`config.mk`:
```
export PLATFORM = sky130hd
export DESIGN_NAME = debug_packet_receiver_flat
export DESIGN_NICKNAME = d
export VERILOG_FILES = /design/src/hw/rtl/dpr_pkg.sv /design/src/hw/rtl/dpr_in_if.sv /design/src/hw/rtl/dpr_out_if.sv /design/src/hw/rtl/debug_packet_receiver.sv /design/src/flat_wrapper.sv
export SDC_FILE = /design/constraint.sdc
export NUM_CORES = 1
export LEC_CHECK = 0
export BUFFER_PORTS_ARGS = -buffer_cell sky130_fd_sc_hd__buf_2
export CORE_MARGIN = 5
export CORE_UTILIZATION = 45
export DETAILED_ROUTE_END_ITERATION = 8
export PLACE_DENSITY = 0.73
export RECOVER_POWER = 25
export REMOVE_ABC_BUFFERS = 1
export SETUP_SLACK_MARGIN = 0.15
export SYNTH_ARGS = -nofsm -noshare
export SYNTH_HDL_FRONTEND = slang
export SYNTH_SLANG_ARGS = --single-unit
```
`constraint.sdc`:
```
create_clock -name clk -period 2.4 [get_ports clk]
set_input_delay 0.24 -clock clk [delete_from_list [all_inputs] [get_ports clk]]
set_output_delay 0.24 -clock clk [all_outputs]
set_load 0.02 [all_outputs]
```
`src/hw/rtl/dpr_pkg.sv`:
```
// package: codes, types and helpers of the debug packet receiver
`timescale 1ns / 1ps

package dpr_pkg;

	// default buffer size, in payload characters
	localparam int PAYLOAD_CAPACITY_DEF = 256;

	// framing characters
	localparam logic [7:0] CH_START = 8'h24; // '$'
	localparam logic [7:0] CH_END   = 8'h23; // '#'
	localparam logic [7:0] CH_ACK   = 8'h2b; // '+'
	localparam logic [7:0] CH_ZERO  = 8'h30; // '0'
	localparam logic [7:0] CH_NINE  = 8'h39; // '9'
	localparam logic [7:0] CH_UP_A  = 8'h41; // 'A'
	localparam logic [7:0] CH_UP_F  = 8'h46; // 'F'
	localparam logic [7:0] CH_LOW_A = 8'h61; // 'a'
	localparam logic [7:0] HEX_TEN  = 8'h0a;

	// receiver phases
	localparam logic [2:0] PH_IDLE     = 3'd0;
	localparam logic [2:0] PH_DATA     = 3'd1;
	localparam logic [2:0] PH_CK_HI    = 3'd2;
	localparam logic [2:0] PH_CK_LO    = 3'd3;
	localparam logic [2:0] PH_WAIT_ACK = 3'd4;

	// result events
	localparam logic [2:0] EV_NONE  = 3'd0;
	localparam logic [2:0] EV_BYTE  = 3'd1;
	localparam logic [2:0] EV_START = 3'd2;
	localparam logic [2:0] EV_GOOD  = 3'd3;
	localparam logic [2:0] EV_EMPTY = 3'd4;
	localparam logic [2:0] EV_NAK   = 3'd5;
	localparam logic [2:0] EV_ACK   = 3'd6;
	localparam logic [2:0] EV_RETX  = 3'd7;

	// input function codes
	localparam logic FUNC_RX    = 1'b0;
	localparam logic FUNC_REPLY = 1'b1;

	typedef struct packed {
		logic [2:0] event_res;
		logic [7:0] payload_byte;
		logic [7:0] payload_index;
		logic [8:0] packet_length;
	} dpr_result_t;

	// lenient hex decode: anything not a digit or upper-case letter is taken as lower case
	function automatic logic [3:0] hex_value(input logic [7:0] c);
		logic [7:0] v;
		begin
			if (c >= CH_ZERO && c <= CH_NINE) begin
				v = c - CH_ZERO;
			end else if (c >= CH_UP_A && c <= CH_UP_F) begin
				v = c - CH_UP_A + HEX_TEN;
			end else begin
				v = c - CH_LOW_A + HEX_TEN;
			end
			return v[3:0];
		end
	endfunction

endpackage

```
`src/hw/rtl/dpr_in_if.sv`:
```
// interface: input word channel of the debug packet receiver
`timescale 1ns / 1ps

interface dpr_in_if;
	logic       valid;
	logic       ready;
	logic       func;
	logic [7:0] rx_byte;

	modport source (output valid, output func, output rx_byte, input ready);
	modport sink (input valid, input func, input rx_byte, output ready);
endinterface

```
`src/hw/rtl/dpr_out_if.sv`:
```
// interface: result word channel of the debug packet receiver
`timescale 1ns / 1ps

interface dpr_out_if;
	logic       valid;
	logic       ready;
	logic [2:0] event_res;
	logic [7:0] payload_byte;
	logic [7:0] payload_index;
	logic [8:0] packet_length;

	modport source (output valid, output event_res, output payload_byte,
		output payload_index, output packet_length, input ready);
	modport sink (input valid, input event_res, input payload_byte,
		input payload_index, input packet_length, output ready);
endinterface

```
`src/hw/rtl/debug_packet_receiver.sv`:
```
// top level: framed debug packet receiver with checksum check and ack wait
`timescale 1ns / 1ps

//  channel  | dir | words                          | handshake
//  ---------+-----+--------------------------------+-----------------------
//  item     | in  | func, rx_byte                  | valid/ready, accepted
//           |     |                                | when both are high
//  result   | out | event_res, payload_byte,       | valid/ready, one word
//           |     | payload_index, packet_length   | per accepted item
//
// one item per cycle while item.ready is high: the phase logic is a single pass from the accepted word
// to the result register, or to the skid register while the output is stalled.
// a two-entry output (result register plus skid register) keeps item.ready
// high while one result waits; item.ready drops only when both are full.
// arst_n clears phase, length, sum, high nibble and both valid flags.

module debug_packet_receiver #(
	parameter int PAYLOAD_CAPACITY = dpr_pkg::PAYLOAD_CAPACITY_DEF
) (
	input  logic       clk,
	input  logic       arst_n,
	dpr_in_if.sink     item,
	dpr_out_if.source  result
);
	import dpr_pkg::*;

	// length counter must hold the capacity itself
	localparam int LEN_W = $clog2(PAYLOAD_CAPACITY + 1);

	// receiver state
	logic [2:0]       phase_q;
	logic [LEN_W-1:0] len_q;
	logic [7:0]       sum_q;
	logic [3:0]       hi_nib_q;

	// output register and skid register
	logic        out_vld_q;
	dpr_result_t out_q;
	logic        skid_vld_q;
	dpr_result_t skid_q;

	// next state and result of the accepted word
	logic [2:0]       phase_d;
	logic [LEN_W-1:0] len_d;
	logic [7:0]       sum_d;
	logic [3:0]       hi_nib_d;
	dpr_result_t      res_d;

	logic             accept;
	logic [LEN_W+8:0] len_ext;
	logic [7:0]       theirs;

	assign item.ready = !skid_vld_q;
	assign accept     = item.valid && item.ready;

	// zero-extend the counter so the fixed-width fields take their low bits
	assign len_ext = {9'd0, len_q};
	assign theirs  = {hi_nib_q, hex_value(item.rx_byte)};

	// phase logic, one pass per word
	always_comb begin
		phase_d  = phase_q;
		len_d    = len_q;
		sum_d    = sum_q;
		hi_nib_d = hi_nib_q;
		res_d    = '0;
		res_d.event_res = EV_NONE;

		if (item.func == FUNC_REPLY) begin
			// reply went out: abandon anything in progress and wait for '+'
			phase_d = PH_WAIT_ACK;
		end else begin
			case (phase_q)
				PH_DATA: begin
					if (item.rx_byte == CH_END) begin
						phase_d = PH_CK_HI;
					end else if (item.rx_byte == CH_START) begin
						// restart inside a packet
						len_d = '0;
						sum_d = '0;
						res_d.event_res = EV_START;
					end else if (len_q < LEN_W'(PAYLOAD_CAPACITY)) begin
						res_d.event_res     = EV_BYTE;
						res_d.payload_byte  = item.rx_byte;
						res_d.payload_index = len_ext[7:0];
						len_d = len_q + LEN_W'(1);
						sum_d = sum_q + item.rx_byte;
					end
					// buffer full: byte dropped, sum untouched
				end
				PH_CK_HI: begin
					hi_nib_d = hex_value(item.rx_byte);
					phase_d  = PH_CK_LO;
				end
				PH_CK_LO: begin
					phase_d = PH_IDLE;
					res_d.packet_length = len_ext[8:0];
					if (theirs == sum_q) begin
						res_d.event_res = (len_q != '0) ? EV_GOOD : EV_EMPTY;
					end else begin
						res_d.event_res = EV_NAK;
					end
				end
				PH_WAIT_ACK: begin
					if (item.rx_byte == CH_ACK) begin
						phase_d = PH_IDLE;
						res_d.event_res = EV_ACK;
					end else begin
						res_d.event_res = EV_RETX;
					end
				end
				default: begin
					// idle: only '$' opens a packet, all else is noise
					phase_d = PH_IDLE;
					if (item.rx_byte == CH_START) begin
						len_d   = '0;
						sum_d   = '0;
						phase_d = PH_DATA;
						res_d.event_res = EV_START;
					end
				end
			endcase
		end
	end

	// state update on every accepted word
	always_ff @(posedge clk or negedge arst_n) begin
		if (!arst_n) begin
			phase_q  <= PH_IDLE;
			len_q    <= '0;
			sum_q    <= '0;
			hi_nib_q <= '0;
		end else if (accept) begin
			phase_q  <= phase_d;
			len_q    <= len_d;
			sum_q    <= sum_d;
			hi_nib_q <= hi_nib_d;
		end
	end

	// output valid flags
	always_ff @(posedge clk or negedge arst_n) begin
		if (!arst_n) begin
			out_vld_q  <= 1'b0;
			skid_vld_q <= 1'b0;
		end else if (out_vld_q && !result.ready) begin
			// output stalled: a new word parks in the skid register
			if (accept) begin
				skid_vld_q <= 1'b1;
			end
		end else if (skid_vld_q) begin
			// skid drains first, no word accepted meanwhile
			out_vld_q  <= 1'b1;
			skid_vld_q <= 1'b0;
		end else begin
			out_vld_q <= accept;
		end
	end

	// output payload, no reset needed
	always_ff @(posedge clk) begin
		if (out_vld_q && !result.ready) begin
			if (accept) begin
				skid_q <= res_d;
			end
		end else if (skid_vld_q) begin
			out_q <= skid_q;
		end else if (accept) begin
			out_q <= res_d;
		end
	end

	assign result.valid         = out_vld_q;
	assign result.event_res     = out_q.event_res;
	assign result.payload_byte  = out_q.payload_byte;
	assign result.payload_index = out_q.payload_index;
	assign result.packet_length = out_q.packet_length;

endmodule

```
`src/flat_wrapper.sv`:
```
// flat-port wrapper written by rule: the top's interface ports become plain ports
module debug_packet_receiver_flat import dpr_pkg::*;
#(
	parameter int PAYLOAD_CAPACITY = dpr_pkg::PAYLOAD_CAPACITY_DEF
)
  (clk, arst_n, item_valid, item_func, item_rx_byte, item_ready, result_valid, result_event_res, result_payload_byte, result_payload_index, result_packet_length, result_ready);
  dpr_in_if item_i ();
  dpr_out_if result_i ();
  input  logic clk;
  input  logic arst_n;
  input wire logic [$bits(item_i.valid)-1:0] item_valid;
  input wire logic [$bits(item_i.func)-1:0] item_func;
  input wire logic [$bits(item_i.rx_byte)-1:0] item_rx_byte;
  output wire logic [$bits(item_i.ready)-1:0] item_ready;
  output wire logic [$bits(result_i.valid)-1:0] result_valid;
  output wire logic [$bits(result_i.event_res)-1:0] result_event_res;
  output wire logic [$bits(result_i.payload_byte)-1:0] result_payload_byte;
  output wire logic [$bits(result_i.payload_index)-1:0] result_payload_index;
  output wire logic [$bits(result_i.packet_length)-1:0] result_packet_length;
  input wire logic [$bits(result_i.ready)-1:0] result_ready;
  assign item_i.valid = item_valid;
  assign item_i.func = item_func;
  assign item_i.rx_byte = item_rx_byte;
  assign item_ready = item_i.ready;
  assign result_valid = result_i.valid;
  assign result_event_res = result_i.event_res;
  assign result_payload_byte = result_i.payload_byte;
  assign result_payload_index = result_i.payload_index;
  assign result_packet_length = result_i.packet_length;
  assign result_i.ready = result_ready;
  debug_packet_receiver #(.PAYLOAD_CAPACITY(PAYLOAD_CAPACITY)) u_core (.clk(clk), .arst_n(arst_n), .item(item_i), .result(result_i));
endmodule
```
==> metrics.cfg, run 1 <==
[synthesis]
synth_top_flop_cell = edfxtp_1
synth.avg_cell_area_um2 = 12.05
synth_edf_count = 56
yosys_warnings = 0
yosysTopAreaCell = edfxtp_1
ys_seq_area_share_pct = 54.06
synth_seq_cells = 82
netlist_instances = 358
synth_cell_types = 69
syn_area_um2 = 4314
async_reset_ff_share_pct = 31.71
yosys.area.top_type_share_pct = 38.98
netlist_top_cells_area = edfxtp_1 (39%), dfrtp_1 (15%), mux2_2 (7.0%), ha_1 (3.5%), and2_1 (3.3%)

[power_and_ir_drop]
switching_power_uw = 875.9
p_total_uw = 3062
ir_worst_vdd_mv = 0.2475
seq_power_share_pct = 53.2
p_sw_share_pct = 28.60
p_int_uw = 2187
p_per_area_nw_per_um2 = 606.3
p_leak_uw = 0.002055
combPwrFrac_pct = 15.3
clkPwrFrac_pct = 31.5

[timing]
rsz0062_at_grt = yes
maxSlewHeadroom_pct = -6.880
max_slew.worst_pin.slew_ns = 1.603
setup_violations = 0
finalHoldViolCount = 0
postLayoutSetupSlackWorst_ns = 0.1892
clock_skew_ns = 0.01721
slew_violations = 27
tns_ns = 0
fin_crit_ns = 2.211
fin_crit_sh_pct = 92.12
max_freq_ghz = 0.4523

[setup_path]
critPathCaptureType = flop
crit_fanout = 14
start_kind = flop
worstPathArrival_ns = 2.38
required_ns = 2.57
critPathKind = flop to flop

[floorplanning]
rows = 35
core_area_um2 = 9284
die_area_um2 = 11650
dieWidth_um = 107.9
initial_core_util_pct = 46.47
io_pins = 43
die_h_um = 107.9

[final_layout]
drive_gt1_share_pct = 27.25
mostFrequentLayoutCells = edfxtp_1 (56), nand2_1 (31), buf_4 (30), mux2_2 (27)
diodes = 0
stdcell_area_um2 = 5051
finalNetCount = 454
mostFrequentLayoutCell = edfxtp_1
area_growth_syn_to_layout_pct = 17.08

[drt]
ant_nets = 0
avgViaCountPerCell = 5.356
route.detailed.drc = 0
wire_per_inst_um = 15.95
drt_first_iter_violations = 151
first_pass_iters = 4
vias = 3010
drt_wl_total_um = 8966

[grt]
antenna_found_initial = 0
grt-busiest-layer = met2
grt_use_total_pct = 16.13
met2_usage_pct = 25.93
grt_first_pass_wirelength_um = 14830
overflow = 0
grt_start_max_net_pins = 31
gr-usage-met1_pct = 21.79
first_global_vias = 3013
use_met3_pct = 2.939

[place]
place_ws_ns = -0.09947
place_area_um2 = 4796
port_buffers = 42
place_congestion = 0.8719
hpwlAfterDp_um = 6259

[clock_tree]
tritoncts = built
h-tree-depth = 3
clockBufferDepth = 2
cts_buffers = 9
root_buffer = clkbuf_8
path_clk_slew_ns = 0.09
cts.sinks = 82
clock_latency_ns = 0.36

[min_path]
min_path_type = input pin to flop

[run_status]
violations = max-capacitance violations, max-slew violations
outcome = finished, violations left

[run]
drv_cap = 1

==> per-layer routing <==
metal	vias to the layer above	part of all wire (%)
met2	78	48
li1	1461	-
met4	0	1.4
met1	1458	46
met5	-	0
met3	13	5.2
==> cells by family after synthesis <==
kind of cell,count (synthesis),synth area share [%]
AO/OA/AOI/OAI,73,11.49
XOR/XNOR,13,2.639
adder cells (fa/ha/maj),13,3.944
buffers and inverters,23,2.784
flip-flops,82,54.06
multiplexers,32,8.324
AND/OR/NAND/NOR,122,16.76
==> area by class of cell <==
| cell class | instances | area (um2) |
|---|---|---|
| Fill cell | 831 | 4233 |
| Clock buffer | 9 | 123.9 |
| Tap cell | 129 | 161.4 |
| Inverter | 8 | 30.03 |
| Sequential cell | 82 | 2333 |
| Timing Repair Buffer | 74 | 422.9 |
| Clock inverter | 7 | 68.82 |
| Multi-Input combinational cell | 253 | 1911 |
==> path summary, 6_finish.rpt <==
check / from / to / slack (ns) / cells past startpoint
worst max-delay path: u_core.phase_q[1] / u_core.result.event_res[0] / 0.19 / 7
worst min-delay path: item_valid / u_core.result.valid / 0.13 / 3
worst max register to register: u_core.phase_q[1] / u_core.result.event_res[0] / 0.19 / 7
worst min register to register: u_core.hi_nib_q[2] / u_core.hi_nib_q[2] / 0.53 / 2
max in group asynchronous: arst_n / u_core.sum_q[7] / 0.54 / 2
min in group asynchronous: arst_n / u_core.len_q[5] / 0.82 / 2
==> repair_timing <==
| action | CTS | global route |
|---|---|---|
| buffers inserted | 1 | 4 |
| hold buffers | 1 | 0 |
| setup endpoints to repair | 19 | 26 |
| gates resized for setup | 4 | 6 |
| pin swaps | 5 | 6 |
| hold endpoints to repair | 26 | 0 |
==> synth_stat cells (all sizes together) (4+ instances only) <==
cell and n:
nand2b 4, dfrtp 26, ha 12, nor2b 5, xnor2 5, mux2i 4, xor2 8, a21oi 10
clkbuf 6, inv 8, nor4 4, o31ai 5, edfxtp 56, and2 24, nor3b 4, nor2 19
mux2 28, nand2 31, and3 6, o21ai 29, buf 9
==> power by group through the flow <==
| stage | Clock, uW | Combinational [uW] | Sequential, uW |
|---|---|---|---|
| final | 964 | 468 | 1630 |
| after global routing | 1040 | 512 | 1640 |
| after CTS | 986 | 472 | 1630 |
| after detailed placement | 0 | 465 | 1660 |
| after global placement | 0 | 453 | 1660 |
| after floorplan | 0 | 232 | 1730 |
==> stage by stage <==
stage	util, %	std cells	hold WS [ns]
finish	54.41	562	0.1307
detailed placement	51.66	540	0.3016
CTS	54.04	558	0.1115
floorplan	-	343	-0.05559
global route	54.41	562	0.1443
global placement	51.66	540	0.2966
==> state kept, by name, summed over array words and instances, names as in the netlist <==
| register | count |
|---|---|
| u_core.skid_q | 28 |
| u_core.len_q | 9 |
| u_core.result.packet_length | 9 |
| u_core.result.payload_byte | 8 |
| u_core.result.payload_index | 8 |
| u_core.sum_q | 8 |
| u_core.hi_nib_q | 4 |
| u_core.phase_q | 3 |
| u_core.result.event_res | 3 |
| u_core.result.valid | 1 |
| u_core.skid_vld_q | 1 |
==> critical path, cell delays in order (launching register included) <==
cell	delay (ns)
dfrtp_1	0.39
or3b_2	0.50
a21o_1	0.21
buf_4	0.20
a211oi_2	0.21
o21ai_1	0.13
o2bb2ai_1	0.15
a41oi_1	0.24
Power figures use the tool's default switching activity.
==> run 2: changes to the inputs <==
- CELL_PAD_IN_SITES_DETAIL_PLACEMENT: not set -> 0
- CELL_PAD_IN_SITES_GLOBAL_PLACEMENT: not set -> 1
- CORE_UTILIZATION: 45 -> 43
- PLACE_DENSITY: 0.73 -> 0.83
- clock period: 2.4 -> 1.8 ns (I/O delays scaled with it)
==> run 2 against run 1 <==
  * The flow finishes with violations (negative setup slack)
  * Total power increased by 43%
  * Fmax decreased by 3.3%
  * Largest cell class unchanged
  * Final area increased by 22%
  * Clock skew decreased by 0.0074 ns
  * Wire length increased by 20%
  * Sequential share of layout area decreased by 8.5 points
  * Non-clock buffer count increased by 69
==> metrics.cfg, run 2 (synthesis gave the netlist of run 1 again) <==
[run_status]
outcome = finished, violations left
violations = negative setup slack

[final_layout]
final-seq-area_um2 = 2332
top_register = u_core.skid_q
finalNetCount = 523
n_fill_cell = 731
final_core_util_pct = 63.27
area_growth_syn_to_layout_pct = 43.36
multi_input_area_um2 = 2330
fin_cells = 635
stdcell_area_um2 = 6185
mostFrequentLayoutCells = buf_4 (73), edfxtp_1 (56), buf_2 (36), dfrtp_1 (26), mux2_4 (24)
mostFrequentLayoutCell = buf_4
diodes = 0
drive_gt1_share_pct = 53.98
largest_register_ffs = 28

[setup_path]
r2r_cells = 6
crit_fanout = 3
critPathCaptureType = flop
slowest_delay_ns = 0.49
cp_slowest_cell = or4b_4
start_kind = flop
path_cells = xor2_1 > nor4_2 > nand2_1 > mux2_4 > or4b_4 > a31o_1
critPathKind = flop to flop
required_ns = 1.93
worstPathArrival_ns = 2.42

[clock_tree]
root_buffer = clkbuf_8
cts.sinks = 82
cts_buffers = 9
clockBufferDepth = 2
path_clk_slew_ns = 0.09
tritoncts = built
h-tree-depth = 3
clock_latency_ns = 0.37

[drt]
highest_layer = met4
avgViaCountPerCell = 5.266
wl_met3_um = 458
vias = 3344
wire_per_inst_um = 17.00
route.detailed.drc = 0
wl_met2_um = 5405
drt_first_iter_violations = 231
wl_met1_um = 4647
drt_wl_total_um = 10800
ant_nets = 0
first_pass_iters = 4

[place]
place_congestion = 0.8609
port_buffers = 42
hpwlAfterDp_um = 6968
place_area_um2 = 5241
place_ws_ns = -0.6534
dp.cells = 596

[timing]
max_freq_ghz = 0.4372
max_slew.worst_pin.slew_ns = 0.7283
postLayoutSetupSlackWorst_ns = -0.4871
slew_violations = 0
setup_violations = 59
finalHoldViolCount = 0
maxSlewHeadroom_pct = 51.45
fin_crit_ns = 2.287
fin_crit_sh_pct = 127.1
rsz0062_at_grt = yes
clock_skew_ns = 0.009839

[min_path]
min_path_cells = 3
min_path_type = input pin to flop

[power_and_ir_drop]
ir_worst_vdd_mv = 0.3338
p_leak_uw = 0.002694
p_total_uw = 4368
p_per_area_nw_per_um2 = 706.3

[grt]
antenna_found_initial = 0
overflow = 0
first_global_vias = 3387
grt_use_total_pct = 18.00
grt_first_pass_wirelength_um = 16640
grt_start_max_net_pins = 29

[floorplanning]
initial_core_util_pct = 44.14
rows = 36
dieWidth_um = 110.2
die_h_um = 110.2
core_area_um2 = 9774
io_pins = 43
die_area_um2 = 12140

[run]
drv_cap = 0

## run 2: cell types whose count changed in the layout (fill, tap and decap cells not counted), moves of 17 or more
cell,change
buf_4,+43
mux2_2,-23
mux2_4,+23
and2_4,+22
and2_1,-21
buf_6,+18
o21ai_0,-17
## run 2: final cells by class
class                           instances  share of cell area [%]
Timing Repair Buffer                  143                   18.19
Clock buffer                            9                   2.003
Inverter                                8                  0.5462
Tap cell                              133                   2.691
Sequential cell                        82                   37.71
Multi-Input combinational cell        253                   37.67
Clock inverter                          7                   1.194
## run 2: through the flow
step | setup TNS [ns] | hold slack [ns]
global placement | -21.93 | 0.2339
floorplan | -40.67 | -0.1156
global route | -19.05 | 0.1820
CTS | -15.56 | 0.1448
finish | -15.58 | 0.1575
detailed placement | -25.69 | 0.2405
## run 2: worst paths after layout
kind / startpoint / slack [ns] / endpoint
worst max-delay path: u_core.sum_q[7] / -0.49 / u_core.result.event_res[2]
worst min-delay path: result_ready / 0.16 / u_core.skid_vld_q
worst max register to register: u_core.sum_q[7] / -0.49 / u_core.result.event_res[2]
worst min register to register: u_core.hi_nib_q[2] / 0.51 / u_core.hi_nib_q[2]
max in group asynchronous: arst_n / 0.94 / u_core.len_q[7]
min in group asynchronous: arst_n / 0.39 / u_core.sum_q[2]
## run 2: critical path, delay by kind of cell (launching register included)
kind / cells / cell delay (ns)
and+or+nand+nor: 3 / 0.96
DFF: 1 / 0.41
xor gates and xnor gates: 1 / 0.18
AOI/OAI and AO/OA: 1 / 0.21
muxes: 1 / 0.29
## run 2: power breakdown
group / internal (uW) / total [uW] / switching (uW)
Sequential: 2130 / 2170 / 37.8
Clock: 543 / 1320 / 773
Combinational: 410 / 880 / 471
## run 2: what timing repair did
action / CTS / global route
hold buffers: 1 / 0
setup endpoints to repair: 72 / 68
resized for setup: 114 / 45
buffers inserted: 12 / 7
cloned: 2 / 1
pin swaps: 43 / 26
endpoints found under the hold margin: 26 / 0
## run 2: routing by layer
layer  vias to the layer above  GRT usage [%]
met4                         0          8.355
met3                        24          2.679
met5                         -              0
li1                       1607              -
met1                      1630          23.45
met2                        83          29.64
